**src/rtl/core/dam_pkg.sv**
```systemverilog
// Shared types, codes and helpers of the decimal accumulator machine.
package dam_pkg;

  localparam int MEM_WORDS_DEF = 100;
  localparam int WORD_W = 15;
  localparam int PC_W = 7;
  localparam int OP_W = 7;

  localparam logic signed [WORD_W-1:0] WORD_MAX = 15'sd9999;

  typedef enum logic [2:0] {
    ST_OK        = 3'd0,
    ST_HALT      = 3'd1,
    ST_BAD_OP    = 3'd2,
    ST_OVERFLOW  = 3'd3,
    ST_DIV_ZERO  = 3'd4,
    ST_PC_RANGE  = 3'd5,
    ST_STOPPED   = 3'd6
  } status_t;

  localparam logic [OP_W-1:0] OP_READ   = 7'd10;
  localparam logic [OP_W-1:0] OP_WRITE  = 7'd11;
  localparam logic [OP_W-1:0] OP_LOAD   = 7'd20;
  localparam logic [OP_W-1:0] OP_STORE  = 7'd21;
  localparam logic [OP_W-1:0] OP_ADD    = 7'd30;
  localparam logic [OP_W-1:0] OP_SUB    = 7'd31;
  localparam logic [OP_W-1:0] OP_DIV    = 7'd32;
  localparam logic [OP_W-1:0] OP_MUL    = 7'd33;
  localparam logic [OP_W-1:0] OP_BRANCH = 7'd40;
  localparam logic [OP_W-1:0] OP_BRNEG  = 7'd41;
  localparam logic [OP_W-1:0] OP_BRZERO = 7'd42;
  localparam logic [OP_W-1:0] OP_HALT   = 7'd43;

  // Clamp a word to the decimal range of the machine.
  function automatic logic signed [WORD_W-1:0] sat_word(input logic signed [WORD_W-1:0] v);
    logic signed [WORD_W-1:0] r;
    r = v;
    if (v > WORD_MAX) begin
      r = WORD_MAX;
    end else if (v < -WORD_MAX) begin
      r = -WORD_MAX;
    end
    return r;
  endfunction

endpackage

```
**src/rtl/core/decimal_accumulator_machine_top.sv**
```systemverilog
// Top level of the decimal accumulator machine: word store, sequencer and arithmetic.
//
// A word is taken when start is high and busy is low. A func=0 word writes one
// memory word and its result strobe, done, comes in the next cycle. An execute
// word for a machine that has stopped, or whose program counter lies past the
// store, also answers in the next cycle. Any other instruction fetches from the
// word store, splits the word into opcode and operand address, reads the
// operand and executes, passing through the S_FETCH, S_DECODE and S_OPER states
// before done; a negative instruction word is refused in S_FETCH, multiply
// goes on to S_MUL, and a divide by a non-zero word goes on to S_DIV, which
// runs a restoring divider one quotient bit a cycle. The store is a single
// memory with a registered read port. Results are shown for exactly one cycle
// and cannot be held off, and busy drops during the done cycle so the next
// word may be taken then. At reset the store reads as all zeros at once
// through a valid bit per entry; no clearing pass is needed.
module decimal_accumulator_machine_top #(
  parameter int MEM_WORDS = dam_pkg::MEM_WORDS_DEF
) (
  input  logic                              clk,
  input  logic                              rst,
  input  logic                              start,
  output logic                              busy,
  input  logic                              func,
  input  logic [dam_pkg::PC_W-1:0]          load_addr,
  input  logic signed [dam_pkg::WORD_W-1:0] load_word,
  input  logic signed [dam_pkg::WORD_W-1:0] read_value,
  output logic                              done,
  output logic [2:0]                        status,
  output logic                              write_valid,
  output logic signed [dam_pkg::WORD_W-1:0] write_value,
  output logic                              read_taken,
  output logic [dam_pkg::PC_W-1:0]          next_pc,
  output logic signed [dam_pkg::WORD_W-1:0] acc_value,
  output logic                              halted
);
  import dam_pkg::*;

  // Address width of the store; a single-word store still needs one bit.
  localparam int AW = (MEM_WORDS > 1) ? $clog2(MEM_WORDS) : 1;
  localparam logic [PC_W-1:0] MemTop = PC_W'(MEM_WORDS);
  // Magnitudes of in-range words fit in fourteen bits.
  localparam int MAG_W = WORD_W - 1;
  localparam int CNT_W = $clog2(MAG_W + 1);
  localparam logic [CNT_W-1:0] DivSteps = CNT_W'(MAG_W);
  // Reciprocal of 100 scaled by 2^19; exact for every word up to 9999.
  localparam int RecipShift = 19;
  localparam logic [12:0] Recip100 = 13'd5243;
  localparam logic [OP_W-1:0] Hundred = 7'd100;
  localparam logic signed [WORD_W:0] SumMax = 16'sd9999;
  localparam logic signed [2*WORD_W-1:0] ProdMax = 30'sd9999;

  typedef enum logic [5:0] {
    S_IDLE   = 6'b000001,
    S_FETCH  = 6'b000010,
    S_DECODE = 6'b000100,
    S_OPER   = 6'b001000,
    S_MUL    = 6'b010000,
    S_DIV    = 6'b100000
  } state_t;

  state_t state;

  // Architectural state beside the store.
  logic signed [WORD_W-1:0] acc;
  logic [PC_W-1:0]          pc;
  logic                     stopped;

  // Word store, its valid bits and its registered read port.
  logic signed [WORD_W-1:0] mem [MEM_WORDS];
  logic [MEM_WORDS-1:0]     vld;
  logic signed [WORD_W-1:0] rd_data;
  logic                     rd_vld;
  logic                     rd_en;
  logic [AW-1:0]            rd_idx;
  logic                     wr_en;
  logic [AW-1:0]            wr_idx;
  logic signed [WORD_W-1:0] wr_data;

  // Per-instruction working registers.
  logic signed [WORD_W-1:0] rv;
  logic [OP_W-1:0]          op;
  logic [PC_W-1:0]          ad;
  logic                     ad_ok;
  logic signed [2*WORD_W-1:0] prod;
  logic [MAG_W-1:0]         dvs;
  logic [MAG_W-1:0]         quo;
  logic [MAG_W:0]           rem;
  logic                     neg;
  logic [CNT_W-1:0]         cnt;

  // Result registers.
  logic                     done_q;
  status_t                  status_q;
  logic                     wvalid_q;
  logic signed [WORD_W-1:0] wvalue_q;
  logic                     rtaken_q;

  // Combinational helpers.
  logic                     accept;
  logic signed [WORD_W-1:0] fetched;
  logic signed [WORD_W-1:0] operand;
  logic [26:0]              op_prod;
  logic [MAG_W-1:0]         op_hund;
  logic [MAG_W-1:0]         ad_full;
  logic [PC_W-1:0]          ad_calc;
  logic                     ad_calc_ok;
  logic [PC_W-1:0]          pc_inc;
  logic signed [WORD_W:0]   sum;
  logic [MAG_W:0]           trial;
  logic [MAG_W-1:0]         acc_mag;
  logic [MAG_W-1:0]         opd_mag;
  logic signed [WORD_W-1:0] quo_s;

  assign accept  = start && !busy;
  assign busy    = rst || (state != S_IDLE);
  assign fetched = rd_vld ? rd_data : '0;
  assign operand = (rd_vld && ad_ok) ? rd_data : '0;
  assign pc_inc  = pc + PC_W'(1);

  // Opcode by multiplication with the reciprocal; address by one subtraction.
  assign op_prod    = fetched[MAG_W-1:0] * Recip100;
  assign op_hund    = MAG_W'(op) * MAG_W'(Hundred);
  assign ad_full    = fetched[MAG_W-1:0] - op_hund;
  assign ad_calc    = ad_full[PC_W-1:0];
  assign ad_calc_ok = ad_calc < MemTop;

  assign sum = (op == OP_SUB) ? ({acc[WORD_W-1], acc} - {operand[WORD_W-1], operand})
                              : ({acc[WORD_W-1], acc} + {operand[WORD_W-1], operand});

  assign acc_mag = acc[WORD_W-1]     ? MAG_W'(-acc)     : acc[MAG_W-1:0];
  assign opd_mag = operand[WORD_W-1] ? MAG_W'(-operand) : operand[MAG_W-1:0];
  assign trial   = {rem[MAG_W-1:0], quo[MAG_W-1]};
  assign quo_s   = $signed({1'b0, quo});

  // Store port selection: one read and one write a cycle at most.
  always_comb begin
    rd_en   = 1'b0;
    rd_idx  = pc[AW-1:0];
    wr_en   = 1'b0;
    wr_idx  = ad[AW-1:0];
    wr_data = acc;
    case (state)
      S_IDLE: begin
        if (accept && !func && (load_addr < MemTop)) begin
          wr_en   = 1'b1;
          wr_idx  = load_addr[AW-1:0];
          wr_data = sat_word(load_word);
        end
        if (accept && func && !stopped && (pc < MemTop)) begin
          rd_en = 1'b1;
        end
      end
      S_DECODE: begin
        rd_en  = ad_calc_ok;
        rd_idx = ad_calc[AW-1:0];
      end
      S_OPER: begin
        if (ad_ok && (op == OP_READ)) begin
          wr_en   = 1'b1;
          wr_data = rv;
        end else if (ad_ok && (op == OP_STORE)) begin
          wr_en = 1'b1;
        end
      end
      default: begin
      end
    endcase
  end

  always_ff @(posedge clk) begin
    if (wr_en) begin
      mem[wr_idx] <= wr_data;
    end
    if (rd_en) begin
      rd_data <= mem[rd_idx];
    end
  end

  always_ff @(posedge clk) begin
    if (rst) begin
      vld    <= '0;
      rd_vld <= 1'b0;
    end else begin
      if (wr_en) begin
        vld[wr_idx] <= 1'b1;
      end
      if (rd_en) begin
        rd_vld <= vld[rd_idx];
      end
    end
  end

  // Sequencer and architectural state.
  always_ff @(posedge clk) begin
    if (rst) begin
      state   <= S_IDLE;
      acc     <= '0;
      pc      <= '0;
      stopped <= 1'b0;
      done_q  <= 1'b0;
    end else begin
      done_q <= 1'b0;
      case (state)
        S_IDLE: begin
          if (accept) begin
            rv       <= sat_word(read_value);
            status_q <= ST_OK;
            wvalid_q <= 1'b0;
            wvalue_q <= '0;
            rtaken_q <= 1'b0;
            if (!func) begin
              done_q <= 1'b1;
            end else if (stopped) begin
              status_q <= ST_STOPPED;
              done_q   <= 1'b1;
            end else if (pc >= MemTop) begin
              status_q <= ST_PC_RANGE;
              stopped  <= 1'b1;
              done_q   <= 1'b1;
            end else begin
              state <= S_FETCH;
            end
          end
        end
        S_FETCH: begin
          if (fetched[WORD_W-1]) begin
            status_q <= ST_BAD_OP;
            stopped  <= 1'b1;
            done_q   <= 1'b1;
            state    <= S_IDLE;
          end else begin
            op    <= op_prod[RecipShift +: OP_W];
            state <= S_DECODE;
          end
        end
        S_DECODE: begin
          ad    <= ad_calc;
          ad_ok <= ad_calc_ok;
          state <= S_OPER;
        end
        S_OPER: begin
          pc     <= pc_inc;
          done_q <= 1'b1;
          state  <= S_IDLE;
          case (op)
            OP_READ: begin
              rtaken_q <= 1'b1;
            end
            OP_WRITE: begin
              wvalid_q <= 1'b1;
              wvalue_q <= operand;
            end
            OP_LOAD: begin
              acc <= operand;
            end
            OP_STORE: begin
            end
            OP_ADD, OP_SUB: begin
              if ((sum > SumMax) || (sum < -SumMax)) begin
                status_q <= ST_OVERFLOW;
              end else begin
                acc <= sum[WORD_W-1:0];
              end
            end
            OP_MUL: begin
              prod   <= acc * operand;
              pc     <= pc;
              done_q <= 1'b0;
              state  <= S_MUL;
            end
            OP_DIV: begin
              if (operand == '0) begin
                status_q <= ST_DIV_ZERO;
              end else begin
                quo    <= acc_mag;
                dvs    <= opd_mag;
                rem    <= '0;
                neg    <= acc[WORD_W-1] ^ operand[WORD_W-1];
                cnt    <= DivSteps;
                pc     <= pc;
                done_q <= 1'b0;
                state  <= S_DIV;
              end
            end
            OP_BRANCH: begin
              pc <= ad;
            end
            OP_BRNEG: begin
              if (acc[WORD_W-1]) begin
                pc <= ad;
              end
            end
            OP_BRZERO: begin
              if (acc == '0) begin
                pc <= ad;
              end
            end
            OP_HALT: begin
              status_q <= ST_HALT;
              stopped  <= 1'b1;
              pc       <= pc;
            end
            default: begin
              status_q <= ST_BAD_OP;
              stopped  <= 1'b1;
              pc       <= pc;
            end
          endcase
        end
        S_MUL: begin
          if ((prod > ProdMax) || (prod < -ProdMax)) begin
            status_q <= ST_OVERFLOW;
          end else begin
            acc <= prod[WORD_W-1:0];
          end
          pc     <= pc_inc;
          done_q <= 1'b1;
          state  <= S_IDLE;
        end
        S_DIV: begin
          if (cnt != '0) begin
            // One restoring step: a quotient bit shifts in as a dividend bit leaves.
            if (trial >= {1'b0, dvs}) begin
              rem <= trial - {1'b0, dvs};
              quo <= {quo[MAG_W-2:0], 1'b1};
            end else begin
              rem <= trial;
              quo <= {quo[MAG_W-2:0], 1'b0};
            end
            cnt <= cnt - CNT_W'(1);
          end else begin
            acc    <= neg ? -quo_s : quo_s;
            pc     <= pc_inc;
            done_q <= 1'b1;
            state  <= S_IDLE;
          end
        end
        default: begin
          state <= S_IDLE;
        end
      endcase
    end
  end

  assign done        = done_q;
  assign status      = status_q;
  assign write_valid = wvalid_q;
  assign write_value = wvalue_q;
  assign read_taken  = rtaken_q;
  // State registers change no earlier than the edge that ends the done cycle.
  assign next_pc     = pc;
  assign acc_value   = acc;
  assign halted      = stopped;

endmodule

```
**config.mk**
```make
export PLATFORM = sky130hd
export DESIGN_NAME = decimal_accumulator_machine_top
export DESIGN_NICKNAME = d
export VERILOG_FILES = /design/src/rtl/core/dam_pkg.sv /design/src/rtl/core/decimal_accumulator_machine_top.sv
export SDC_FILE = /design/constraint.sdc
export NUM_CORES = 2
export LEC_CHECK = 0
export ABC_CLOCK_PERIOD_IN_PS = 10900
export BUFFER_PORTS_ARGS = -buffer_cell sky130_fd_sc_hd__buf_4
export CORE_MARGIN = 10
export CORE_UTILIZATION = 44
export CTS_BUF_LIST = sky130_fd_sc_hd__clkbuf_4 sky130_fd_sc_hd__clkbuf_8
export DETAILED_ROUTE_END_ITERATION = 10
export SKIP_CTS_REPAIR_TIMING = 1
export SYNTH_ARGS = -nofsm -noshare
export SYNTH_HDL_FRONTEND = slang
export SYNTH_SLANG_ARGS = --single-unit
```
**constraint.sdc**
```tcl
create_clock -name clk -period 10.9 [get_ports clk]
set_input_delay 2.18 -clock clk [delete_from_list [all_inputs] [get_ports clk]]
set_output_delay 2.18 -clock clk [all_outputs]
set_load 0.05 [all_outputs]
```
After elaboration in Yosys (flattened, before gate mapping)
Memory sizes are Yosys's and may differ from the RTL's. A register that Yosys moved wholly into a read port is not among the register bits.
Index checks and enable logic that the tools add are counted.

word-level totals
  latch bits = 0
  memories = 1
  output and inout port bits = 45
  bits in read-only memories = 0
  bits in writable memories = 1500
  flip-flop bits (word level) = 258

memories
  name  depth  bits a word  read ports  clocked after Yosys merged registers in  write ports  line                                   text
  mem   100    15           1           1                                        1            decimal_accumulator_machine_top.sv:69  logic signed [WORD_W-1:0] mem [MEM_WORDS];

cells by class
  div/mod/pow operators = 0
  eq/ne operators = 39
  magnitude comparators = 16
  add/sub/neg operators = 9
  mux-type cells = 93
  reduce and logical (&&, ||, !) cells = 42
  bitwise operators = 5
  multipliers = 3
  shift-type cells = 0

operators with widths
  cell                    number
  $mux 15                 13
  $mux 14                 9
  $or 100x100->100        1
  $pmux 15 s2             3
  $pmux 14 s2             2
  $mux 7                  7
  $pmux 15 s3             1
  $eq 7x6->1 const B      6
  $mux 6                  6
  $pmux 7 s5              1
  $gt 15x15->1 const B    2
  $gt 30x15->1 const B    1
  $logic_not 15->1        2
  $lt 15x15->1 const B    2
  $lt 30x15->1 const B    1
  $mul 15x15->30          1
  $pmux 6 s5              1
  $eq 7x5->1 const B      4
  $neg 14->14             2
  $mux 3                  9
  $mul 14x13->26 const B  1
  $ne 2x2->1 const B      13
  $pmux 3 s4              2
  $mux 1                  23
  54 further kinds        94

Logic depth before layout (Yosys ltp)
  word-level depth = 13
  gate-level depth with buffers = 29

Worst setup path before layout
No wires, ideal clock.

  kind = input -> register
  start point = input load_word[3] in the netlist's numbering
  end point = memory mem[0][0] (data pin)
  stages = 8
  data arrival time = 7.447 ns
  required time = 9.896 ns
  path slack = 2.449 ns
  cell sequence = nor4_1 > o21ai_0 > and3_1 > o21ai_0 > ha_1 > clkbuf_1 > nor3_1 > o31ai_1

between the ends
  cells in the longest elaborated chain, start to end = 5

ends and longest elaborated chain
  what             line                                    text
  from (decl)      decimal_accumulator_machine_top.sv:25   input logic signed [dam_pkg::WORD_W-1:0] load_word,
  $lt 15x15->1     dam_pkg.sv:40                           end else if (v < -WORD_MAX) begin
  $mux 15          dam_pkg.sv:40
  $mux 15 (*)      dam_pkg.sv:38                           if (v > WORD_MAX) begin
  $mux 15 (*)      decimal_accumulator_machine_top.sv:144  if (accept && !func && (load_addr < MemTop)) begin
  $pmux 15 s2 (*)  decimal_accumulator_machine_top.sv:142  case (state)
  via wr_data[0]   decimal_accumulator_machine_top.sv:77   logic signed [WORD_W-1:0] wr_data;
  to (decl)        decimal_accumulator_machine_top.sv:69

The timed path passes the listed nets; every way through them passes the cells marked *.

Worst setup path after layout
  start point = register rd_vld
  end point = register prod[28] (data pin)

between the ends
  cells in the longest elaborated chain, start to end = 3

ends and longest elaborated chain
  what                    line                                    text
  from (decl)             decimal_accumulator_machine_top.sv:72   logic rd_vld;
  from (signal assigned)  decimal_accumulator_machine_top.sv:188  rd_vld <= vld[rd_idx];
  $logic_and 1x1->1       decimal_accumulator_machine_top.sv:117  assign operand = (rd_vld && ad_ok) ? rd_data : '0;
  $mux 15                 decimal_accumulator_machine_top.sv:117
  via operand[14]         decimal_accumulator_machine_top.sv:101  logic signed [WORD_W-1:0] operand;
  $mul 15x15->30          decimal_accumulator_machine_top.sv:266  prod <= acc * operand;
  to (signal assigned)    decimal_accumulator_machine_top.sv:266
  to (decl)               decimal_accumulator_machine_top.sv:84   logic signed [2*WORD_W-1:0] prod;

The timed path passes the listed nets, and every way through them passes these cells.
A chain may end at the register's enable or synchronous reset.

==> summary.txt <==
Synth
  • EDFF count, synth: 1642
  • Synthesized area: 0.0857 mm2
  • Synth top area share: 57.5%
  • Mapped Avg Cell Area: 12.9 um2
  • Mux share of post-synthesis cell area: 3.80%
  • Post-synthesis compound-gate area fraction: 9.40%
  • #FFs+latches synth: 1773
  • Post-synth top cells: edfxtp_1, nand2_1, inv_1, nand3_1, fa_1
  • Warnings from Yosys: 0
  • Area contributors post-synth: edfxtp_1, fa_1, nand2_1
  • Post-Synth Adder-Cell Area: 9.98%
  • Syn_nets: 7194
  • Post-synth cell types: a little under 100
  • Largest family of logic cells by synthesized area: simple AND/OR/NAND/NOR gates
  • Post-Synth XOR/XNOR Area: 1.22%
  • Post-Syn Instances: between 6000 and 7000
  • Sequential area share after synthesis: 60.6%
  • Simple-gate area share of the yosys netlist: 10.8%
  • Main synth FF type: edfxtp_1
  • Post-synth ARST share: 0%
  • Yosys top cell by area: edfxtp_1
  • Most instantiated library cell after synthesis: edfxtp_1

Power
  • Sequential power share: between 50% and 60%
  • Total power: 0.0136 W
  • Sw frac: 20.9%
  • Power Density: 142 mW/mm2
  • Internal power: 0.0107 W
  • Gate power share: 1.2%
  • Clock power share: 44.2%
  • Leak Pwr: 35.8 nW
  • Net Switching: 0.00284 W
  • Max rail drop VDD: between 100 and 150 uV

Global routing
  • All-Layer GR Usage: 23.9%
  • First-pass GRT wire length: ~380000 um
  • Vias in the first global route: 55600
  • Initial antenna violation count: 8
  • Grt ovf: 0
  • Largest net degree at the start of global routing: between 100 and 150

Critical path
  • Critical Path Start: rd_vld
  • Critical R2R Launch: rd_vld
  • Worst r2r dst: prod[28]
  • Critical path's slowest cell: dfxtp_1
  • CP Cell Sequence: nand3_1 > clkinv_1 > nand2_1 > fa_1 > fa_1 > inv_1 > fa_1 > fa_1 > fa_1 > inv_1 > fa_1 > inv_1 > ha_1 > a21o_1 > a21o_1 > a211oi_1 > a21boi_0 > o2111ai_1 > a21oi_1 > o21ai_0 > a311o_1
  • Critical path required time: 11.63 ns
  • Crit path top cell by count: fa_1
  • Crit path largest cell delay: 0.95 ns
  • Worst Reg-to-Reg Cells: 21
  • Crit path kind: flip-flop to flip-flop
  • Startpoint type of the worst setup path: flip-flop
  • Critical path peak fanout: 33
  • FF-to-FF setup slack: about 2.7 ns
  • Crit. End Element: flip-flop
  • Worst Path Arrival: 8.94 ns
  • Setup crit end: prod[28]

Finish
  • Layout area overhead: 11.7%
  • Storage cell area: 0.0519 mm2
  • Fin area: 0.0957 mm2
  • Layout fillers: between 15000 and 20000
  • Non-filler cells, final: 9587
  • Final core utilization: 49.5%
  • Share of cells above drive strength 1: 14.1%
  • Layout Nets: 7390
  • Multi-input gate area: 0.0307 mm2

Clock network
  • Root Driver: clkbuf_8
  • H-tree depth: 5
  • Clk_lat worst skew: between 1 and 1.5 ns
  • TritonCTS clock tree: done
  • Worst-path clk slew: approximately 0.06 ns
  • # clock sinks: 1773
  • Inserted Clock Buffers: 310
  • Longest Clk Path Bufs: 4

Timing
  • Worst-margin pin slew: 1.30 ns
  • Final setup skew: roughly 0.11 ns
  • Slew HR: 13.4%
  • RSZ-0062 raised after global routing: false
  • Setup TNS: 0 ns
  • Peak Freq: 0.122 GHz
  • Fin. max-slew vios: 0
  • Fin crit period: 8.21 ns
  • # setup viols final: 0
  • Hold Violations, Final: 0
  • Tcrit/Tclk final: 75.3%

Job
  • Max_cap viols: 0

Floorplan
  • Initial Utilization: roughly 44%
  • DIE HEIGHT: approximately 460 um
  • Core Area: just under 0.2 mm2
  • Num ports: 86
  • Site Rows: ~160
  • Die area: around 0.21 mm2
  • Die X: 461 um

Route
  • Drt total wl: 258000 um
  • Via density: 5.97
  • DRC Markers: 0
  • Starting DRT DRC Count: 6581
  • Average wire per standard cell: 26.9 um
  • DRT antenna net count: 0
  • DR vias: 57200
  • Number of iterations in the first detailed-routing pass: 6

Placement
  • Post-detail-place hpwl: 160000 um
  • Inst Count DP: 9052
  • Buffers on Ports: 85
  • Post-Place Cell Area: 0.0898 mm2
  • Gp weighted congestion: about 0.87

Outcome
  • Outcome: complete, no violations

Hold path
  • Min-delay worst type: flip-flop to flip-flop
==> layout by cell type, fill, tap and decap left out, drive strengths merged, types with 19 or more instances in the layout <==
cell type and instances:
a31oi 151, o21a 122, dfxtp 131, fa 287, ha 224, edfxtp 1642, xor2 41, and2 96
and3 169, nand2b 21, nor4 19, mux2i 32, nor2 259, clkinv 73, nand3 297, nand4 23
nor3 55, xnor2 75, nand2 1053, o31ai 20, o21ai 149, a21o 24, clkbuf 441, inv 445
a22oi 69, a21oi 170, a311oi 98, o211ai 40, buf 293, a211oi 154, mux4 128
==> flip-flops by register name, indices dropped and copies added (netlist names), 3 cells and up <==
name and flops:
acc_value 15, ad 7, cnt 4, dvs 14
mem 1500, next_pc 7, op 7, prod 30
quo 14, rd_data 15, rem 14, rv 15
state 6, status 3, vld 100, write_value 15
==> metrics by stage <==
step	hold WS [ns]	setup WS, ns
floorplan	0.435	2.45
finish	0.460	2.69
detailed placement	0.448	2.85
global placement	0.440	3.07
global route	0.473	2.25
CTS	0.461	2.82
==> kinds of logic (layout without fill, tap and decap cells) <==
kind of cell	Yosys count	count (layout)
AND/OR/NAND/NOR	2064	2064
flip-flops	1773	1773
AO/OA/AOI/OAI	1159	1159
buffers and inverters	853	1263
adder cells (fa/ha/maj)	511	511
multiplexers	165	165
XOR/XNOR	117	117
other	0	9
==> metal layers <==
| layer | vias to the layer above | share of wire (%) | GRT usage, % | wire, um |
|---|---|---|---|---|
| met5 | - | 0.013 | 0 | 34 |
| met4 | 2 | 3.5 | 8.16 | 8960 |
| met3 | 485 | 10 | 5.52 | 26200 |
| met2 | 2817 | 44 | 35.6 | 114000 |
| met1 | 29100 | 42 | 34.4 | 109000 |
| li1 | 24800 | - | - | - |
==> power groups by stage <==
stage / logic, W / clock network, W / registers [W]
after CTS: 0.000163 / 0.00608 / 0.00739
after global routing: 0.000173 / 0.00639 / 0.00739
after floorplan: 0.0000659 / 0 / 0.00755
after global placement: 0.000159 / 0 / 0.00754
final: 0.000165 / 0.00599 / 0.00740
after detailed placement: 0.000163 / 0 / 0.00754
==> final cells by class <==
cell class              instances  area share, %
flip-flops and latches       1773           54.3
repair buffers                293           2.46
well taps                    2526           3.30
diodes                          9         0.0235
clock buffers                 441           5.61
multi-input cells            4016           32.0
inverters                     444           1.74
clock inverters                85          0.561
==> how the worst min path moves through the flow <==
stage             from       to  slack [ns]  cells past startpoint
3_5_place_dp   vld[50]  vld[50]        0.45                      1
2_1_floorplan  vld[18]  vld[18]        0.44                      1
5_1_grt        vld[75]  vld[75]        0.47                      1
6_report       vld[50]  vld[50]        0.46                      1
4_1_cts        vld[50]  vld[50]        0.46                      1
3_3_place_gp   vld[35]  vld[35]        0.44                      1
==> critical path: cells and delay by family, from the launching register on <==
kind                       cells  cell delay [ns]
adders and majority gates      7             3.15
AOI/OAI and AO/OA              8             2.20
DFF                            1             0.95
and+or+nand+nor                2             0.94
buffers and inverters          4             0.65
(Power assumes the default switching activity.)
